`config.mk`:
```
export PLATFORM = sky130hd
export DESIGN_NAME = sync_length_checksum_frame_receiver
export DESIGN_NICKNAME = d
export VERILOG_FILES = /design/src/design/slcfr_pkg.sv /design/src/design/sync_length_checksum_frame_receiver.sv /design/src/design/slcfr_ram.sv /design/src/design/slcfr_ctrl.sv
export SDC_FILE = /design/constraint.sdc
export NUM_CORES = 1
export LEC_CHECK = 0
export ABC_CLOCK_PERIOD_IN_PS = 3200
export BUFFER_PORTS_ARGS = -buffer_cell sky130_fd_sc_hd__buf_4
export CORE_UTILIZATION = 55
export CTS_BUF_LIST = sky130_fd_sc_hd__clkbuf_8
export DETAILED_ROUTE_END_ITERATION = 7
export PLACE_DENSITY = 0.72
export SYNTH_ARGS = -nofsm -noshare
export SYNTH_HDL_FRONTEND = slang
export SYNTH_SLANG_ARGS = --single-unit
```
`constraint.sdc`:
```
create_clock -name clk -period 3.2 [get_ports clk]
set_input_delay 0.32 -clock clk [delete_from_list [all_inputs] [get_ports clk]]
set_output_delay 0.32 -clock clk [all_outputs]
set_load 0.02 [all_outputs]
```
`src/design/slcfr_pkg.sv`:
```
// Package for the sync/length/checksum frame receiver.
// Holds the buffer sizing constants, operation codes and the structs shared
// by the control logic and the top level. No dependencies.
package slcfr_pkg;

    localparam int FRAME_CAPACITY = 128;
    localparam int BUF_ADDR_W     = $clog2(FRAME_CAPACITY);
    // The position can reach the capacity itself.
    localparam int POS_W          = $clog2(FRAME_CAPACITY + 1);
    // Wide enough for any position and any 8-bit byte value.
    localparam int CMP_W          = 9;

    localparam logic [7:0] SYNC_FIRST    = 8'h55;
    localparam logic [7:0] SYNC_SECOND   = 8'hAA;
    localparam logic [7:0] SUM_SEED      = 8'hFF;
    localparam logic [7:0] TIMEOUT_RESET = 8'd13;

    localparam int         PADDR_W          = 2;
    localparam logic [1:0] ADDR_IDLE_TIMEOUT = 2'd0;

    typedef enum logic [1:0] {
        OP_BYTE    = 2'd0,
        OP_TICK    = 2'd1,
        OP_RELEASE = 2'd2,
        OP_READ    = 2'd3
    } op_t;

    typedef struct packed {
        logic                  wen;
        logic [BUF_ADDR_W-1:0] waddr;
        logic [7:0]            wdata;
        logic                  ren;
        logic [BUF_ADDR_W-1:0] raddr;
    } mem_req_t;

    typedef struct packed {
        logic       frame_ready;
        logic [7:0] byte_count;
        logic       read_ok;
        logic       checksum_fail;
        logic       timeout_drop;
        logic       overflow_drop;
    } status_t;

endpackage

```
`src/design/sync_length_checksum_frame_receiver.sv`:
```
// Top level of the sync/length/checksum frame receiver.
// Depends on slcfr_pkg, slcfr_ctrl and slcfr_ram.

// The receiver takes one beat per clock cycle on the slave stream while
// m_tready stays high, with no bubbles: an operation (tuser) of byte, tick,
// release or read, and it returns exactly one result beat for each input
// beat, in order. A result reaches the master stream through the registered
// read of the 128-byte frame buffer RAM and then the output register.
// Parsing state (position, checksum, length byte, idle timer, held flag) is
// updated in the cycle of acceptance, so a buffer read that follows a byte
// write sees the new data. Backpressure on the master side propagates
// combinationally to s_tready; as long as m_tready stays high, s_tready
// stays high. The idle timeout register (reset value 13) sits at APB byte
// address 0 and should be written only while the receiver is idle; a value
// of 0 disables the timer.
module sync_length_checksum_frame_receiver (
    input  logic                          clk,
    input  logic                          rst_n,
    // Slave stream
    input  logic                          s_tvalid,
    output logic                          s_tready,
    input  logic [15:0]                   s_tdata,  // [7:0] data_byte, [14:8] read_index
    input  logic [1:0]                    s_tuser,  // [1:0] operation
    // Master stream
    output logic                          m_tvalid,
    input  logic                          m_tready,
    // [0] frame_ready, [8:1] byte_count, [16:9] read_data,
    // [17] checksum_fail, [18] timeout_drop, [19] overflow_drop
    output logic [23:0]                   m_tdata,
    // APB configuration port
    input  logic                          psel,
    input  logic                          penable,
    input  logic                          pwrite,
    input  logic [slcfr_pkg::PADDR_W-1:0] paddr,
    input  logic [31:0]                   pwdata,
    output logic [31:0]                   prdata,
    output logic                          pready
);

    logic                       accept;
    logic                       s1_advance;
    logic                       s1_valid_reg, s1_valid_next;
    slcfr_pkg::status_t         s1_status_reg;
    logic                       s2_valid_reg, s2_valid_next;
    logic [23:0]                s2_data_reg;
    logic [7:0]                 idle_timeout_reg;
    logic [7:0]                 ram_rdata;
    logic [7:0]                 s1_read_data;
    slcfr_pkg::mem_req_t        mem_req;
    slcfr_pkg::status_t         status;

    // Configuration: a single register, written on the APB access phase.
    assign pready = 1'b1;
    assign prdata = (paddr == slcfr_pkg::ADDR_IDLE_TIMEOUT) ?
                    {24'd0, idle_timeout_reg} : 32'd0;

    always_ff @(posedge clk or negedge rst_n)
    begin
        if (!rst_n)
        begin
            idle_timeout_reg <= slcfr_pkg::TIMEOUT_RESET;
        end
        else if (psel && penable && pwrite && pready &&
                 paddr == slcfr_pkg::ADDR_IDLE_TIMEOUT)
        begin
            idle_timeout_reg <= pwdata[7:0];
        end
    end

    // Two-stage pipeline: stage one waits for the RAM read data, stage two
    // is the output register. Each stage moves when the one after it is free.
    assign s1_advance    = !s2_valid_reg || m_tready;
    assign s_tready      = !s1_valid_reg || s1_advance;
    assign accept        = s_tvalid && s_tready;
    assign s1_valid_next = accept ? 1'b1 : (s1_advance ? 1'b0 : s1_valid_reg);
    assign s2_valid_next = (s1_valid_reg && s1_advance) ? 1'b1 :
                           (m_tready ? 1'b0 : s2_valid_reg);

    slcfr_ctrl u_ctrl (
        .clk          (clk),
        .rst_n        (rst_n),
        .accept       (accept),
        .operation    (slcfr_pkg::op_t'(s_tuser)),
        .data_byte    (s_tdata[7:0]),
        .read_index   (s_tdata[14:8]),
        .idle_timeout (idle_timeout_reg),
        .mem_req      (mem_req),
        .status       (status)
    );

    // The RAM holds its read data until the next read is issued, so a stall
    // in stage one keeps the data intact.
    slcfr_ram #(
        .WIDTH (8),
        .DEPTH (slcfr_pkg::FRAME_CAPACITY)
    ) u_frame_buffer (
        .clk   (clk),
        .we    (mem_req.wen),
        .waddr (mem_req.waddr),
        .wdata (mem_req.wdata),
        .re    (mem_req.ren),
        .raddr (mem_req.raddr),
        .rdata (ram_rdata)
    );

    assign s1_read_data = s1_status_reg.read_ok ? ram_rdata : 8'd0;

    always_ff @(posedge clk or negedge rst_n)
    begin
        if (!rst_n)
        begin
            s1_valid_reg <= 1'b0;
            s2_valid_reg <= 1'b0;
        end
        else
        begin
            s1_valid_reg <= s1_valid_next;
            s2_valid_reg <= s2_valid_next;
        end
    end

    always_ff @(posedge clk)
    begin
        if (accept)
        begin
            s1_status_reg <= status;
        end
        if (s1_valid_reg && s1_advance)
        begin
            s2_data_reg <= {4'd0,
                            s1_status_reg.overflow_drop,
                            s1_status_reg.timeout_drop,
                            s1_status_reg.checksum_fail,
                            s1_read_data,
                            s1_status_reg.byte_count,
                            s1_status_reg.frame_ready};
        end
    end

    assign m_tvalid = s2_valid_reg;
    assign m_tdata  = s2_data_reg;

endmodule

```
`src/design/slcfr_ram.sv`:
```
// Generic single-port-write, single-port-read RAM with a registered read.
// No dependencies.
module slcfr_ram #(
    parameter int WIDTH = 8,
    parameter int DEPTH = 128
) (
    input  logic                     clk,
    input  logic                     we,
    input  logic [$clog2(DEPTH)-1:0] waddr,
    input  logic [WIDTH-1:0]         wdata,
    input  logic                     re,
    input  logic [$clog2(DEPTH)-1:0] raddr,
    output logic [WIDTH-1:0]         rdata
);

    logic [WIDTH-1:0] mem [DEPTH];

    always_ff @(posedge clk)
    begin
        if (we)
        begin
            mem[waddr] <= wdata;
        end
        if (re)
        begin
            rdata <= mem[raddr];
        end
    end

endmodule

```
`src/design/slcfr_ctrl.sv`:
```
// Frame parsing state: write position, running checksum, length byte,
// idle timer and held flag. Issues buffer writes and reads.
// Depends on slcfr_pkg.
module slcfr_ctrl (
    input  logic                clk,
    input  logic                rst_n,
    input  logic                accept,
    input  slcfr_pkg::op_t      operation,
    input  logic [7:0]          data_byte,
    input  logic [6:0]          read_index,
    input  logic [7:0]          idle_timeout,
    output slcfr_pkg::mem_req_t mem_req,
    output slcfr_pkg::status_t  status
);

    logic [slcfr_pkg::POS_W-1:0] pos_reg, pos_next;
    logic [7:0]                  sum_reg, sum_next;
    logic [7:0]                  idle_reg, idle_next;
    logic                        held_reg, held_next;
    logic [7:0]                  length_reg, length_next;
    logic [slcfr_pkg::POS_W-1:0] pos_inc;
    logic                        cfail;
    logic                        tdrop;
    logic                        ofl;

    always_comb
    begin
        pos_next      = pos_reg;
        sum_next      = sum_reg;
        idle_next     = idle_reg;
        held_next     = held_reg;
        length_next   = length_reg;
        cfail         = 1'b0;
        tdrop         = 1'b0;
        ofl           = 1'b0;
        pos_inc       = pos_reg + 1'b1;
        mem_req.wen   = 1'b0;
        mem_req.waddr = slcfr_pkg::BUF_ADDR_W'(pos_reg);
        mem_req.wdata = data_byte;
        mem_req.ren   = 1'b0;
        mem_req.raddr = slcfr_pkg::BUF_ADDR_W'(read_index);

        if (accept)
        begin
            case (operation)
                slcfr_pkg::OP_BYTE:
                begin
                    if (!held_reg)
                    begin
                        idle_next = idle_timeout;
                        if (slcfr_pkg::CMP_W'(pos_reg) >=
                            slcfr_pkg::CMP_W'(slcfr_pkg::FRAME_CAPACITY))
                        begin
                            pos_next = '0;
                            ofl      = 1'b1;
                        end
                        else if (pos_reg == slcfr_pkg::POS_W'(0))
                        begin
                            if (data_byte == slcfr_pkg::SYNC_FIRST)
                            begin
                                mem_req.wen = 1'b1;
                                pos_next    = pos_inc;
                            end
                        end
                        else if (pos_reg == slcfr_pkg::POS_W'(1))
                        begin
                            mem_req.wen = 1'b1;
                            sum_next    = slcfr_pkg::SUM_SEED;
                            pos_next    = (data_byte == slcfr_pkg::SYNC_SECOND) ?
                                          pos_inc : '0;
                        end
                        else if (pos_reg == slcfr_pkg::POS_W'(2) ||
                                 pos_reg == slcfr_pkg::POS_W'(3))
                        begin
                            mem_req.wen = 1'b1;
                            sum_next    = sum_reg + data_byte;
                            pos_next    = pos_inc;
                            if (pos_reg == slcfr_pkg::POS_W'(3))
                            begin
                                length_next = data_byte;
                            end
                        end
                        else
                        begin
                            mem_req.wen = 1'b1;
                            pos_next    = pos_inc;
                            // The count reached the length byte: this is the checksum.
                            if (slcfr_pkg::CMP_W'(length_reg) ==
                                slcfr_pkg::CMP_W'(pos_inc))
                            begin
                                if (sum_reg == data_byte)
                                begin
                                    held_next = 1'b1;
                                end
                                else
                                begin
                                    pos_next = '0;
                                    cfail    = 1'b1;
                                end
                            end
                            else
                            begin
                                sum_next = sum_reg + data_byte;
                            end
                        end
                    end
                end
                slcfr_pkg::OP_TICK:
                begin
                    if (!held_reg)
                    begin
                        if (idle_reg == 8'd1)
                        begin
                            tdrop     = (pos_reg != '0);
                            pos_next  = '0;
                            idle_next = 8'd0;
                        end
                        else if (idle_reg > 8'd1)
                        begin
                            idle_next = idle_reg - 8'd1;
                        end
                    end
                end
                slcfr_pkg::OP_RELEASE:
                begin
                    if (held_reg)
                    begin
                        held_next = 1'b0;
                        pos_next  = '0;
                    end
                end
                slcfr_pkg::OP_READ:
                begin
                    mem_req.ren = 1'b1;
                end
                default:
                begin
                    mem_req.ren = 1'b0;
                end
            endcase
        end

        status.frame_ready   = held_next;
        status.byte_count    = 8'(pos_next);
        status.read_ok       = (operation == slcfr_pkg::OP_READ) &&
                               (slcfr_pkg::CMP_W'(read_index) <
                                slcfr_pkg::CMP_W'(slcfr_pkg::FRAME_CAPACITY));
        status.checksum_fail = cfail;
        status.timeout_drop  = tdrop;
        status.overflow_drop = ofl;
    end

    always_ff @(posedge clk or negedge rst_n)
    begin
        if (!rst_n)
        begin
            pos_reg  <= '0;
            sum_reg  <= '0;
            idle_reg <= '0;
            held_reg <= 1'b0;
        end
        else
        begin
            pos_reg  <= pos_next;
            sum_reg  <= sum_next;
            idle_reg <= idle_next;
            held_reg <= held_next;
        end
    end

    always_ff @(posedge clk)
    begin
        length_reg <= length_next;
    end

endmodule
```
; After elaboration in Yosys (flattened, before gate mapping)
; Memory sizes are Yosys's and may differ from the RTL's. A register that Yosys moved wholly into a read port is not among the register bits.
; Cells that the tools add are included.
[word_totals]
ff_bits = 76
latchBits = 0
mem_bits_rw = 1024
rom_bits = 0
in_bits = 59
out_inout_bits = 59
wordCells = 116
memories = 1
[mem_list]
columns = name, depth, width, read_ports, rd_ports_with_merged_regs, write_ports, line
row1 = u_frame_buffer.mem, 128, 8, 1, 1, 1, slcfr_ram.sv:16  ; logic [WIDTH-1:0] mem [DEPTH];
[classes]
addsub = 3
mul = 0
div = 0
magnitude_cmp = 2
eq_ne = 15
n_shift = 0
n_mux = 48
bitwise_logic = 8
n_reduce_logical = 23
[op_table]
columns = op, count
row1 = $mux 8, 21
row2 = $mux 1, 24
row3 = $pmux 8 s3, 1
row4 = $eq 8x1->1 const B, 2
row5 = $eq 8x2->1 const B, 2
row6 = $eq 8x8->1, 2
row7 = $pmux 8 s2, 1
row8 = $add 8x1->8 const B, 1
row9 = $add 8x8->8, 1
row10 = $eq 8x7->1 const B, 1
row11 = $eq 8x8->1 const B, 1
row12 = $ge 8x8->1 const B, 1
row13 = $gt 8x1->1 const B, 1
row14 = $logic_not 8->1, 1
row15 = $not 1->1, 8
row16 = $reduce_and 8->1, 1
row17 = $reduce_bool 8->1, 1
row18 = $sub 8x1->8 const B, 1
row19 = $reduce_or 7->1, 1
row20 = $ne 3x1->1 const B, 2
row21 = $reduce_and 6->1, 1
row22 = $reduce_bool 2->1, 3
row23 = $logic_and 1x1->1, 5
row24 = $reduce_and 5->1, 1
row25 = other kinds (9), 15

; Depth between registers and ports, before layout
[depth]
ltp_word = 10
mapped_depth = 11
mapped_depth_nobuf = 10

; Hierarchy
; A second synthesis with hierarchy kept.
[hier_totals]
hier_cells = 2044
area_unflattened_um2 = 44139.8
[modules_own_cells]
columns = mod, n_inst, cells_each, area_each_um2, seq_area_each_um2
row1 = slcfr_ram, 1, 1635, 39745.6, 30989.7
row2 = slcfr_ctrl, 1, 303, 2652.5, 865.8
row3 = sync_length_checksum_frame_receiver, 1, 106, 1741.7, 1244.9

; Worst setup path before layout
; OpenSTA, ideal clock, no wires.
[synth_path]
path_type = register to register
from = reg s2_valid_reg (netlist: m_tvalid)
to = mem u_frame_buffer.mem[62][0] (enable)
t_arrival_ns = 2.410
path_slack_ns = 0.420
stages_incl_launch_ff = 9
period_less_slack_ns = 2.780
path_cell_list = dfrtp_1 -> nand3b_1 -> nand2_1 -> nor3_2 -> and2b_1 -> and2_2 -> nand3_2 -> buf_4 -> nor2_1
[synth_between]
elab_chain_len = 7
[synth_rtl]
columns = item, line
row1 = start: declaration, sync_length_checksum_frame_receiver.sv:44  ; logic s2_valid_reg, s2_valid_next;
row2 = start signal: assignment, sync_length_checksum_frame_receiver.sv:118  ; s2_valid_reg <= s2_valid_next;
row3 = $logic_not 1->1, sync_length_checksum_frame_receiver.sv:72  ; assign s1_advance = !s2_valid_reg || m_tready;
row4 = $logic_or 1x1->1, sync_length_checksum_frame_receiver.sv:72
row5 = $logic_or 1x1->1, sync_length_checksum_frame_receiver.sv:73  ; assign s_tready = !s1_valid_reg || s1_advance;
row6 = named net s_tready, sync_length_checksum_frame_receiver.sv:21  ; output logic s_tready,
row7 = $logic_and 1x1->1, sync_length_checksum_frame_receiver.sv:74  ; assign accept = s_tvalid && s_tready;
row8 = $mux 1, slcfr_ctrl.sv:43  ; if (accept)
row9 = $mux 1, slcfr_ram.sv:20  ; if (we)
row10 = $mux 1 (not written as such), slcfr_ram.sv:22  ; mem[waddr] <= wdata;
row11 = end: declaration, slcfr_ram.sv:16
; The timed path passes the listed nets, and every way through them passes these cells.

; Worst setup path in the final report
[layout_path]
from = reg u_ctrl.held_reg
to = mem u_frame_buffer.mem[110][4] (enable)
[layout_between]
elab_chain_len = 5
[layout_rtl]
columns = item, line
row1 = start: declaration, slcfr_ctrl.sv:19  ; logic held_reg, held_next;
row2 = start signal: assignment, slcfr_ctrl.sv:167  ; held_reg <= held_next;
row3 = $mux 1, slcfr_ctrl.sv:48  ; if (!held_reg)
row4 = $mux 1, slcfr_ctrl.sv:45  ; case (operation)
row5 = $mux 1, slcfr_ctrl.sv:43
row6 = $mux 1, slcfr_ram.sv:20
row7 = $mux 1 (not written as such), slcfr_ram.sv:22
; No other way between the ends.

==> metrics.txt <==
clock buffer depth=3; Tightest Pin Transition=0.983 ns; Syn Std Cell Area=43,900 sq um; Synth async-reset ratio=3.16%; drt pass-1 iters=6; Crit path required time=3.62 ns; slowest CP cell=nor2_1; number of global-route vias before repair=22,600; die width=284 microns; Worst-Skew Late Latency=between 0.8 and 0.9 ns; Top Ports=118; crit path max fanout=16; PwrDens=~590 nW/um^2; FMAX=338 MHz; CTS tree=built; root buf cell=clkbuf_8; WL final=96,800 microns; Layout area overhead=12.8%; crit path DAT=3.38 ns; DR DRC count=0; layout cells sized above 1=28.5%; average size of a mapped cell=between 20 and 25 sq um; unrepaired setup endpoints after global routing=false; clk slew on worst S/H paths=0.07 ns; dpl hpwl=roughly 60,000 microns; Layout Utilization=62.6%; Fin. Hold Viols=0; TritonCTS buffer count=170; PortBufs=63; Die ar.=80,900 sq um; crit share post-route=92.5%; largest net degree at the start of global routing=87; tightest hold margin=0.111 ns; Hold Path End=u_ctrl.length_reg[4]; Crit Reg-Reg Startpoint=u_ctrl.held_reg; Critical Path Sink Type=flop; EDFF count, synth=1,073; 1st-iter DRT viols=~2,500; hold_sp=s_tdata[4]; crit-path cells=or3_1 > nor3_2 > and2b_1 > and2_2 > nand3_2 > buf_12 > nor2_1; vias=21,800; H-Tree Depth=4; TritonCTS sink count=1,108; first-pass GRT wire length=between 100,000 and 150,000 microns; Initial Util=55.5%; min Tclk post-route=approximately 3.0 ns; Synth Register Bits=1,108; wire per inst=27.3 microns; Seq/Total Area, Yosys=75.4%; Worst Hold Class=in2reg; maximum vdd ir drop=0.000392 V; routed vias/inst=6.16; endpoints failing setup=0; GRT Util Overall=24.6%; Leak=16.1 nW; Placer Congestion=about 0.91; Mapped Cells=2,110; antenna viol nets, final=0; Rel. slew slack=34.5%; most frequent cells in the layout=edfxtp_1 (1,073), mux4_2 (288), clkbuf_8 (177), nor2_1 (168), buf_4 (148); fin worst setup slack=0.240 ns; final clock skew=0.0459 ns; Core Region=79,000 sq um; Max Slew Vio Count=0; Final nets=about 2,400; commonest non-fill, non-tap cell in the layout=edfxtp_1; yosys warns=0; placement-stage worst setup slack=0.0856 ns; ys flop type=edfxtp_1; row count=103; reg2reg path depth=7; initial antenna violation count=2; crit start category=flop; run status=complete, no violations; Crit path largest cell delay=0.63 ns; library cells used by synthesis=70; FF-to-FF setup slack=0.24 ns; max_cap viols=0; FILL cells=5,304; Congestion Overflow GR=0; Die Ht=284 microns; max reg flops=1,024; CP Class=reg2reg; R2R Path End=u_frame_buffer.mem[110][4]; Worst Hold Depth=2
[worst max-delay path, delay by kind of cell (launching register included)]
family	cells	cell delay [ns]
buffers and inverters	1	0.20
flip-flops	1	0.45
AND/OR/NAND/NOR	6	1.89
[area by class of cell]
| type | count | area [sq um] | area share (%) |
|---|---|---|---|
| multi-input cells | 882 | 10100 | 20.4 |
| diodes | 1 | 2.50 | 0.00506 |
| inverters | 13 | 48.8 | 0.0986 |
| clock inverters | 118 | 666 | 1.35 |
| flip-flops and latches | 1108 | 33100 | 66.9 |
| repair buffers | 192 | 1790 | 3.62 |
| clock buffers | 177 | 2440 | 4.92 |
| well taps | 1050 | 1310 | 2.66 |
[routing by layer]
metal  wire length [microns]  track usage [%]
met1                   37900             33.6
met3                    7350             4.87
met5                       0                0
met4                    2720             8.95
met2                   48800             39.8
[stage by stage]
step / cells / area, sq um / power (mW) / TNS (ns)
global route: 3541 / 49500 / 30.3 / 0
detailed placement: 3224 / 46100 / 18.8 / 0
global placement: 3223 / 46100 / 18.7 / -1119.81
floorplan: 2137 / 44000 / 17.9 / 0
CTS: 3539 / 49500 / 29.5 / 0
finish: 3541 / 49500 / 29.3 / 0
[cells in the mapped netlist, types with 3 or more instances]
cell / n / area, sq um
mux4_2: 288 / 6490
mux2i_1: 32 / 320
buf_4: 42 / 315
nor3b_1: 6 / 45.0
clkbuf_1: 33 / 124
o2111ai_1: 8 / 70.1
nor4b_1: 3 / 26.3
xor2_1: 10 / 87.6
a31oi_1: 7 / 43.8
nor2b_1: 38 / 238
or3_1: 4 / 25.0
nand3_1: 19 / 95.1
o21ai_0: 20 / 100
mux2_2: 8 / 90.1
xnor2_1: 6 / 52.6
edfxtp_1: 1073 / 32200
nand2_1: 28 / 105
a21o_1: 5 / 37.5
nand2_2: 4 / 25.0
buf_1: 16 / 60.1
a21oi_1: 30 / 150
nand3b_1: 5 / 37.5
o22ai_1: 8 / 50.1
dfstp_2: 3 / 78.8
and2_1: 18 / 113
o221ai_1: 8 / 70.1
inv_1: 12 / 45.0
a211oi_1: 50 / 375
nor3_1: 7 / 35.0
ha_1: 13 / 163
buf_2: 41 / 205
dfrtp_1: 32 / 801
nor4bb_1: 3 / 30.0
nor4_1: 5 / 31.3
o21ai_1: 8 / 40.0
nand2b_1: 6 / 37.5
nor2_1: 168 / 631
[power breakdown]
| part | internal [mW] | switching [mW] |
|---|---|---|
| clock | 5.53 | 5.28 |
| sequential | 16.1 | 0.140 |
| combinational | 0.946 | 1.34 |
| total | 22.6 | 6.75 |
[repair_timing]
action / 4_1_cts / 5_1_grt
endpoints found under the setup margin: 0 / 1
buffers inserted: 0 / 1
endpoints found under the hold margin: 73 / 0
hold buffers: 20 / 0
gates resized for setup: 0 / 5
[worst max-delay path by stage]
stage                            startpoint                    endpoint  slack (ns)
after floorplan                    m_tvalid   u_frame_buffer.mem[62][0]        0.42
after global placement           s_tdata[7]   u_frame_buffer.mem[30][3]       -1.36
after detailed placement         s_tdata[7]  u_frame_buffer.mem[102][1]        0.09
after CTS                 u_ctrl.pos_reg[1]             u_ctrl.held_reg        0.06
after global routing               m_tvalid   u_frame_buffer.mem[54][3]        0.02
final                       u_ctrl.held_reg  u_frame_buffer.mem[110][4]        0.24
[cell families after synthesis]
| group | synth area share, % |
|---|---|
| buffers and inverters | 1.77 |
| other | 0.0171 |
| DFF | 75.4 |
| xor gates and xnor gates | 0.319 |
| muxes | 15.8 |
| adders and majority gates | 0.416 |
| AOI/OAI and AO/OA | 2.46 |
| and+or+nand+nor | 3.82 |
Note: power is estimated with default switching activity, not from simulation.
